$ cat src/fixed_block_pool_allocator_core_macros.svh
// ----------------------------------------------------------------------------
// Assertion macros for the fixed block pool allocator
// Immediate-consequence and next-cycle checks, clocked on clk, off in reset.
// ----------------------------------------------------------------------------
`ifndef FIXED_BLOCK_POOL_ALLOCATOR_CORE_MACROS_SVH
`define FIXED_BLOCK_POOL_ALLOCATOR_CORE_MACROS_SVH
`ifndef NO_ASSERTIONS
`define FLP_ASSERT_NOW(label, ante, cons, msg) \
  label: assert property (@(posedge clk) disable iff (!rst_n) (ante) |-> (cons)) \
    else $error(msg);
`define FLP_ASSERT_NEXT(label, ante, cons, msg) \
  label: assert property (@(posedge clk) disable iff (!rst_n) (ante) |=> (cons)) \
    else $error(msg);
`else
`define FLP_ASSERT_NOW(label, ante, cons, msg)
`define FLP_ASSERT_NEXT(label, ante, cons, msg)
`endif
`endif

$ cat src/flp_pkg.sv
// ----------------------------------------------------------------------------
// flp_pkg
// Shared types and codes of the fixed block pool allocator.
// ----------------------------------------------------------------------------
`timescale 1ns / 1ps

package flp_pkg;

  typedef enum logic {
    REQ_ALLOC = 1'b0,
    REQ_FREE  = 1'b1
  } req_t;

  typedef enum logic [1:0] {
    ST_OK    = 2'd0,
    ST_EMPTY = 2'd1,
    ST_ZERO  = 2'd2,
    ST_RANGE = 2'd3
  } status_t;

  localparam int CFG_IDX_W  = 1;
  localparam int CFG_DATA_W = 16;

  localparam logic [CFG_IDX_W-1:0] CFG_NUM_BLOCKS  = 1'b0;
  localparam logic [CFG_IDX_W-1:0] CFG_OBJECT_SIZE = 1'b1;

  localparam logic [8:0]  NUM_BLOCKS_RST  = 9'd256;
  localparam logic [15:0] OBJECT_SIZE_RST = 16'd16;

  typedef struct packed {
    req_t        req_type;
    logic [15:0] request_bytes;
    logic [7:0]  block_index;
  } in_item_t;

  typedef struct packed {
    logic        ok;
    logic [7:0]  granted_block;
    status_t     status;
    logic [31:0] used_bytes;
    logic [8:0]  live_count;
  } out_item_t;

endpackage

$ cat src/fixed_block_pool_allocator_core.sv
// ----------------------------------------------------------------------------
// fixed_block_pool_allocator_core
// Fixed-size block pool with a LIFO free list, used-byte and live counters.
// ----------------------------------------------------------------------------
// Usage:
//   Input channel in_valid / in_stall / in_data carries one request item
//   (allocate or free). Output channel out_valid / out_stall / out_data
//   returns exactly one result item per request, in order.
//   Config port cfg_we / cfg_index / cfg_wdata writes num_blocks (index 0)
//   and object_size (index 1); write only while the block is idle.
//   Processing: on acceptance the item is registered and the link of the
//   freed-stack head is read from the link memory; then the update is
//   applied and the result register loaded. No new item is accepted until
//   the held item has been processed.
//   An item may be accepted while the previous result waits on out_stall;
//   it is then held until the result register frees up.
//   Reset (rst_n low, synchronous): pool holds blocks 0..N-1 ascending,
//   totals cleared, num_blocks = 256, object_size = 16. No clearing pass.
// ----------------------------------------------------------------------------
`timescale 1ns / 1ps
`include "fixed_block_pool_allocator_core_macros.svh"

module fixed_block_pool_allocator_core import flp_pkg::*; #(
  parameter int POOL_DEPTH = 256
) (
  input  logic                  clk,
  input  logic                  rst_n,
  input  logic                  in_valid,
  output logic                  in_stall,
  input  in_item_t              in_data,
  output logic                  out_valid,
  input  logic                  out_stall,
  output out_item_t             out_data,
  input  logic                  cfg_we,
  input  logic [CFG_IDX_W-1:0]  cfg_index,
  input  logic [CFG_DATA_W-1:0] cfg_wdata
);

  localparam int IDX_W = $clog2(POOL_DEPTH);
  localparam int PTR_W = IDX_W + 1;

  logic [8:0]  num_blocks_r;
  logic [15:0] object_size_r;

  in_item_t  item_r;
  logic      busy_r;
  logic      out_valid_r;
  out_item_t out_data_r;

  logic             in_accept;
  logic             step;
  out_item_t        result;
  logic [PTR_W-1:0] head_ptr;
  logic             head_live;
  logic [PTR_W-1:0] link_rdata;
  logic             wr_en;
  logic [IDX_W-1:0] wr_addr;
  logic [PTR_W-1:0] wr_data;

  assign in_stall  = busy_r;
  assign in_accept = in_valid && !busy_r;
  assign step      = busy_r && (!out_valid_r || !out_stall);
  assign out_valid = out_valid_r;
  assign out_data  = out_data_r;

  always_ff @(posedge clk) begin
    if (!rst_n) begin
      num_blocks_r  <= NUM_BLOCKS_RST;
      object_size_r <= OBJECT_SIZE_RST;
    end else if (cfg_we) begin
      case (cfg_index)
        CFG_NUM_BLOCKS:  num_blocks_r  <= cfg_wdata[8:0];
        CFG_OBJECT_SIZE: object_size_r <= cfg_wdata[15:0];
        default: begin
          num_blocks_r <= num_blocks_r;
        end
      endcase
    end
  end

  always_ff @(posedge clk) begin
    if (!rst_n) begin
      busy_r      <= 1'b0;
      out_valid_r <= 1'b0;
    end else begin
      if (in_accept) begin
        busy_r <= 1'b1;
      end else if (step) begin
        busy_r <= 1'b0;
      end
      if (step) begin
        out_valid_r <= 1'b1;
      end else if (!out_stall) begin
        out_valid_r <= 1'b0;
      end
    end
  end

  always_ff @(posedge clk) begin
    if (in_accept) begin
      item_r <= in_data;
    end
    if (step) begin
      out_data_r <= result;
    end
  end

  flp_link_mem #(
    .POOL_DEPTH (POOL_DEPTH)
  ) u_link_mem (
    .clk     (clk),
    .rd_en   (in_accept && head_live),
    .rd_addr (head_ptr[IDX_W-1:0]),
    .rd_data (link_rdata),
    .wr_en   (wr_en),
    .wr_addr (wr_addr),
    .wr_data (wr_data)
  );

  flp_alloc_ctl #(
    .POOL_DEPTH (POOL_DEPTH)
  ) u_alloc_ctl (
    .clk         (clk),
    .rst_n       (rst_n),
    .step        (step),
    .item        (item_r),
    .link_rdata  (link_rdata),
    .num_blocks  (num_blocks_r),
    .object_size (object_size_r),
    .result      (result),
    .head_ptr    (head_ptr),
    .head_live   (head_live),
    .wr_en       (wr_en),
    .wr_addr     (wr_addr),
    .wr_data     (wr_data)
  );

  `FLP_ASSERT_NEXT(a_accept_busy, in_accept, busy_r, "accepted item not held for processing")
  `FLP_ASSERT_NEXT(a_step_result, step, out_valid_r && !busy_r, "processed item gave no result")
  `FLP_ASSERT_NOW(a_ok_status, out_valid_r, out_data_r.ok == (out_data_r.status == ST_OK),
    "ok flag disagrees with status")
  `FLP_ASSERT_NOW(a_grant_zero, out_valid_r && !out_data_r.ok,
    out_data_r.granted_block == 8'd0, "failed request carries a block index")

endmodule

$ cat src/flp_link_mem.sv
// ----------------------------------------------------------------------------
// flp_link_mem
// Link store of the freed-block stack: one write port, one registered read.
// ----------------------------------------------------------------------------
`timescale 1ns / 1ps

module flp_link_mem #(
  parameter int POOL_DEPTH = 256,
  localparam int IDX_W = $clog2(POOL_DEPTH),
  localparam int PTR_W = IDX_W + 1
) (
  input  logic             clk,
  input  logic             rd_en,
  input  logic [IDX_W-1:0] rd_addr,
  output logic [PTR_W-1:0] rd_data,
  input  logic             wr_en,
  input  logic [IDX_W-1:0] wr_addr,
  input  logic [PTR_W-1:0] wr_data
);

  logic [PTR_W-1:0] mem [POOL_DEPTH];
  logic [PTR_W-1:0] rd_data_r;

  always_ff @(posedge clk) begin
    if (wr_en) begin
      mem[wr_addr] <= wr_data;
    end
  end

  always_ff @(posedge clk) begin
    if (rd_en) begin
      rd_data_r <= mem[rd_addr];
    end
  end

  assign rd_data = rd_data_r;

endmodule

$ cat src/flp_alloc_ctl.sv
// ----------------------------------------------------------------------------
// flp_alloc_ctl
// Pool state and the allocate / free update for one item.
// ----------------------------------------------------------------------------
`timescale 1ns / 1ps

module flp_alloc_ctl import flp_pkg::*; #(
  parameter int POOL_DEPTH = 256,
  localparam int IDX_W = $clog2(POOL_DEPTH),
  localparam int PTR_W = IDX_W + 1
) (
  input  logic             clk,
  input  logic             rst_n,
  input  logic             step,
  input  in_item_t         item,
  input  logic [PTR_W-1:0] link_rdata,
  input  logic [8:0]       num_blocks,
  input  logic [15:0]      object_size,
  output out_item_t        result,
  output logic [PTR_W-1:0] head_ptr,
  output logic             head_live,
  output logic             wr_en,
  output logic [IDX_W-1:0] wr_addr,
  output logic [PTR_W-1:0] wr_data
);

  localparam int CW = (PTR_W > 9) ? PTR_W : 9;
  localparam logic [CW-1:0] DEPTH_C = CW'(POOL_DEPTH);

  logic [PTR_W-1:0] freed_head_r, freed_head_nxt;
  logic [PTR_W-1:0] fresh_mark_r, fresh_mark_nxt;
  logic [31:0]      byte_total_r, byte_total_nxt;
  logic [8:0]       alloc_count_r, alloc_count_nxt;

  logic [CW-1:0] nb_x, eff, head_x, fresh_x, idx_x, granted_x;
  logic [32:0]   sum_w;
  logic          free_ok;

  assign nb_x      = CW'(num_blocks);
  assign eff       = (nb_x > DEPTH_C) ? DEPTH_C : nb_x;
  assign head_x    = CW'(freed_head_r);
  assign fresh_x   = CW'(fresh_mark_r);
  assign idx_x     = CW'(item.block_index);
  assign head_live = head_x < DEPTH_C;
  assign sum_w     = {1'b0, byte_total_r} + {17'd0, item.request_bytes};

  always_comb begin
    freed_head_nxt  = freed_head_r;
    fresh_mark_nxt  = fresh_mark_r;
    byte_total_nxt  = byte_total_r;
    alloc_count_nxt = alloc_count_r;
    granted_x       = '0;
    free_ok         = 1'b0;
    result.ok       = 1'b0;
    result.status   = ST_OK;
    case (item.req_type)
      REQ_ALLOC: begin
        if (item.request_bytes == 16'd0) begin
          result.status = ST_ZERO;
        end else if (head_live) begin
          granted_x      = head_x;
          freed_head_nxt = link_rdata;
          result.ok      = 1'b1;
        end else if (fresh_x < eff) begin
          granted_x      = fresh_x;
          fresh_mark_nxt = fresh_mark_r + PTR_W'(1);
          result.ok      = 1'b1;
        end else begin
          result.status = ST_EMPTY;
        end
        if (result.ok) begin
          byte_total_nxt = sum_w[32] ? 32'hFFFF_FFFF : sum_w[31:0];
          if (alloc_count_r != 9'h1FF) begin
            alloc_count_nxt = alloc_count_r + 9'd1;
          end
        end
      end
      REQ_FREE: begin
        if (idx_x >= eff) begin
          result.status = ST_RANGE;
        end else begin
          free_ok        = 1'b1;
          freed_head_nxt = idx_x[PTR_W-1:0];
          byte_total_nxt = (byte_total_r > {16'd0, object_size}) ?
                           byte_total_r - {16'd0, object_size} : 32'd0;
          if (alloc_count_r != 9'd0) begin
            alloc_count_nxt = alloc_count_r - 9'd1;
          end
          result.ok = 1'b1;
        end
      end
      default: begin
        result.status = ST_OK;
      end
    endcase
    result.granted_block = granted_x[7:0];
    result.used_bytes    = byte_total_nxt;
    result.live_count    = alloc_count_nxt;
  end

  assign wr_en    = step && free_ok;
  assign wr_addr  = idx_x[IDX_W-1:0];
  assign wr_data  = freed_head_r;
  assign head_ptr = freed_head_r;

  always_ff @(posedge clk) begin
    if (!rst_n) begin
      freed_head_r  <= PTR_W'(POOL_DEPTH);
      fresh_mark_r  <= '0;
      byte_total_r  <= '0;
      alloc_count_r <= '0;
    end else if (step) begin
      freed_head_r  <= freed_head_nxt;
      fresh_mark_r  <= fresh_mark_nxt;
      byte_total_r  <= byte_total_nxt;
      alloc_count_r <= alloc_count_nxt;
    end
  end

endmodule
$ cat config.mk
export PLATFORM = sky130hd
export DESIGN_NAME = fixed_block_pool_allocator_core
export DESIGN_NICKNAME = d
export VERILOG_FILES = /design/src/flp_pkg.sv /design/src/fixed_block_pool_allocator_core.sv /design/src/flp_link_mem.sv /design/src/flp_alloc_ctl.sv
export VERILOG_INCLUDE_DIRS = /design/src /design/src/src
export SDC_FILE = /design/constraint.sdc
export NUM_CORES = 2
export LEC_CHECK = 0
export ABC_AREA = 1
export BUFFER_PORTS_ARGS = -buffer_cell sky130_fd_sc_hd__buf_4
export CORE_AREA = 8 8 712 433
export CTS_BUF_LIST = sky130_fd_sc_hd__clkbuf_16
export DETAILED_ROUTE_END_ITERATION = 8
export DIE_AREA = 0 0 720 441
export GPL_TIMING_DRIVEN = 1
export SLEW_MARGIN = 20
export SYNTH_ARGS = -nofsm -noshare
export SYNTH_HDL_FRONTEND = slang
export SYNTH_SLANG_ARGS = --single-unit
$ cat constraint.sdc
create_clock -name clk -period 7.2 [get_ports clk]
set_input_delay 0.72 -clock clk [delete_from_list [all_inputs] [get_ports clk]]
set_output_delay 0.72 -clock clk [all_outputs]
set_load 0.05 [all_outputs]
==> flow_summary.yaml <==
status:
  status: "completed"
floorplanning:
  start_util_pct: 34.7
  die_w_um: 720
  fp.dieH_um: 441
  io_pins: 101
  core-area_um2: 298000
  die-area_um2: 318000
  fp-row-count: 156
grt:
  grt_overflow_total: 0
  antenna_found_initial: 12
  grt_first_pass_wirelength_mm: 449
  grt_max_degree: 315
  gr-usage-all-layers_pct: 18.6
  first_global_vias: 66458
worst_setup_path:
  critPathLaunchType: "flip-flop"
  slowest_delay_ns: 0.91
  rrSetupSlack_ns: 2.65
  arrival_ns: 5.05
  cp_cell_sequence: "nor4_1, nand3_1, nand2_1, nand2_1, ha_1, nand2_1, nand2_1, nand2_1, nand2_1, nand2_1, nand3_2, nor2_4, nand2_4, nor2_8, inv_4, nor2_8, nand3_4, nor2_1"
  worst-path-max-fanout: 16
  r2r_cells: 18
  crit_type: "flip-flop to flip-flop"
  endpoint_kind: "flip-flop"
  cp_common_cell: "nand2_1"
  cp_slowest_cell: "nor2_1"
  reg2reg_to: "u_link_mem.mem[103][8]"
  cp.required_ns: 7.70
  crit_start: "num_blocks_r[4]"
  timing.rr.start: "num_blocks_r[4]"
placement:
  hpwl_mm: 188
  dp.cells: 12692
  portBuffers: 100
  postPlaceCellArea_um2: 108000
  gp_congestion: 0.974
  place_ws_ns: 2.69
cells_and_area:
  area_delta_synth_final_pct: 10.9
  multiInputGateArea_um2: 26300
  drive_gt1_share_pct: 6.12
  fin_area_um2: 115000
  fin_util_pct: 38.5
  fillCellCount: 28234
  stdcell_count: 13103
  ff_latch_area_um2: 73500
  fin_nets: 9080
hold_path:
  hold_path.class: "primary input to flip-flop"
  holdPathStages: 3
  hold_end: "num_blocks_r[8]"
  hp-start: "cfg_wdata[8]"
cts:
  cts_tree: "yes"
  cts.sinks: 2476
  cts_buffers: 211
  clk_path_buf_depth: 4
  cts_resized: 0
  post_cts_buffers: 0
  clock_latency_ns: 0.89
  cts_root_buffer: "clkbuf_16"
  h-tree-depth: 4
  clk_pin_slew_ns: 0.07
  postCtsHoldBufs: 25
route:
  vias_per_cell: 5.51
  vias: 72209
  firstDrtPassIters: 7
  postRouteWirelength_mm: 309
  drtAntennaViolNets: 0
  routedWlPerCell_um: 23.6
  drtIter0Drc: 11485
  drcViolationCount: 0
sta:
  rsz0062_at_grt: "false"
  setup-tns-final_ns: 0
  hold_slack_ns: 0.108
  max_slew_margin_pct: 21.5
  setup_viol: 0
  slew_violations: 0
  hold_violations: 0
  tightest_slew_ns: 1.18
  fin_skew_ns: 0.0475
  clock.fmax_ghz: 0.220
  layout_min_cycle_time_ns: 4.55
  layout_setup_ws_ns: 2.65
  period_share_pct: 63.3
power_and_ir_drop:
  p_leak_nw: 39.9
  power_mw: 31.6
  vdd_drop_max_v: 0.000186
  power.density_nw_per_um2: 276
job:
  drv_cap: 0
synthesis:
  synthCells: 9119
  synth_nets: 9219
  yosysSeqAreaShare_pct: 71.0
  yosysWarnings: 0
  syn_area_um2: 104000
  avgSynthCellArea_um2: 11.4
  ys_ff_latch: 2476
  synth_cell_types: 50
-- flip-flops by register name, indices dropped and copies added, names as in the netlist --
register                   flops
in_stall                       1
item_r                        25
num_blocks_r                   9
object_size_r                 16
out_data                      52
out_valid                      1
u_alloc_ctl.alloc_count_r      9
u_alloc_ctl.byte_total_r      32
u_alloc_ctl.fresh_mark_r       9
u_alloc_ctl.head_ptr           9
u_link_mem.mem              2304
u_link_mem.rd_data             9
-- layer usage --
metal | vias up | global-route usage [%] | wire length, um
met1 | 35410 | 29.0 | 139000
met4 | 6 | 3.62 | 5620
li1 | 32029 | - | -
met3 | 372 | 6.56 | 43500
met2 | 4392 | 24.4 | 121000
met5 | - | 0.470 | 234
-- worst max-delay path: cells and delay by family (launching register included) --
| family | cells | cell delay, ns |
|---|---|---|
| fa+ha+maj | 1 | 0.33 |
| buf+inv | 1 | 0.09 |
| flops | 1 | 0.33 |
| simple gates | 16 | 3.37 |
-- cell usage after synthesis, drive strengths merged --
cell type	count	area [um^2]
ha	51	638
nand2	2022	7620
nor3b	2	15.0
o21ai	660	3310
o22ai	236	1480
xnor2	21	184
a22oi	1	12.5
xor2	17	149
nor4	6	37.5
o21a	2	15.0
edfxtp	2390	71800
clkinv	5	18.8
nand3b	2	15.0
nand4	22	138
inv	317	1200
fa	2	40.0
buf	257	1350
mux2i	2	20.0
clkbuf	317	1190
and2	2	12.5
o21bai	2	15.0
dfxtp	86	1720
nor2	876	3360
o211ai	6	55.1
a31oi	1	6.26
or2	3	18.8
nor3	27	145
and3	1	6.26
a21oi	190	966
a21boi	1	7.51
nand3	1592	8020
-- cell type report --
| type | count | share of cell area [%] |
|---|---|---|
| multi-input cells | 5747 | 22.9 |
| clock buffers | 213 | 4.64 |
| clock inverters | 168 | 1.22 |
| well taps | 3950 | 4.31 |
| inverters | 322 | 1.10 |
| diodes | 5 | 0.0109 |
| repair buffers | 222 | 1.72 |
| flip-flops and latches | 2476 | 64.1 |
-- worst max path at each step --
stage	endpoint	cells past startpoint
6_report	u_link_mem.mem[103][8]	18
3_3_place_gp	u_link_mem.mem[103][3]	18
4_1_cts	u_link_mem.mem[103][1]	18
3_5_place_dp	u_link_mem.mem[103][5]	18
5_1_grt	u_link_mem.mem[103][8]	18
2_1_floorplan	u_link_mem.rd_data[0]	12
-- cells by family after synthesis --
logic type | share of synthesized area, %
DFF | 71.0
buffers and inverters | 3.63
muxes | 0.0193
xor gates and xnor gates | 0.321
AOI/OAI and AO/OA | 5.66
adders and majority gates | 0.655
and+or+nand+nor | 18.7
-- cell usage in the layout (no fill, tap or decap), drive strengths merged, types with 101 or more instances in the layout --
cell / instances
nand2: 2022
nand3: 1592
edfxtp: 2390
a21oi: 190
inv: 360
nor2: 876
o22ai: 236
clkinv: 101
o21ai: 660
buf: 197
clkbuf: 213
-- report_power, final --
group / internal (mW) / total [mW] / switching (mW)
registers: 16.0 / 16.2 / 0.171
logic: 1.01 / 3.95 / 2.95
clock network: 6.21 / 11.5 / 5.29
Power figures use the tool's default switching activity.
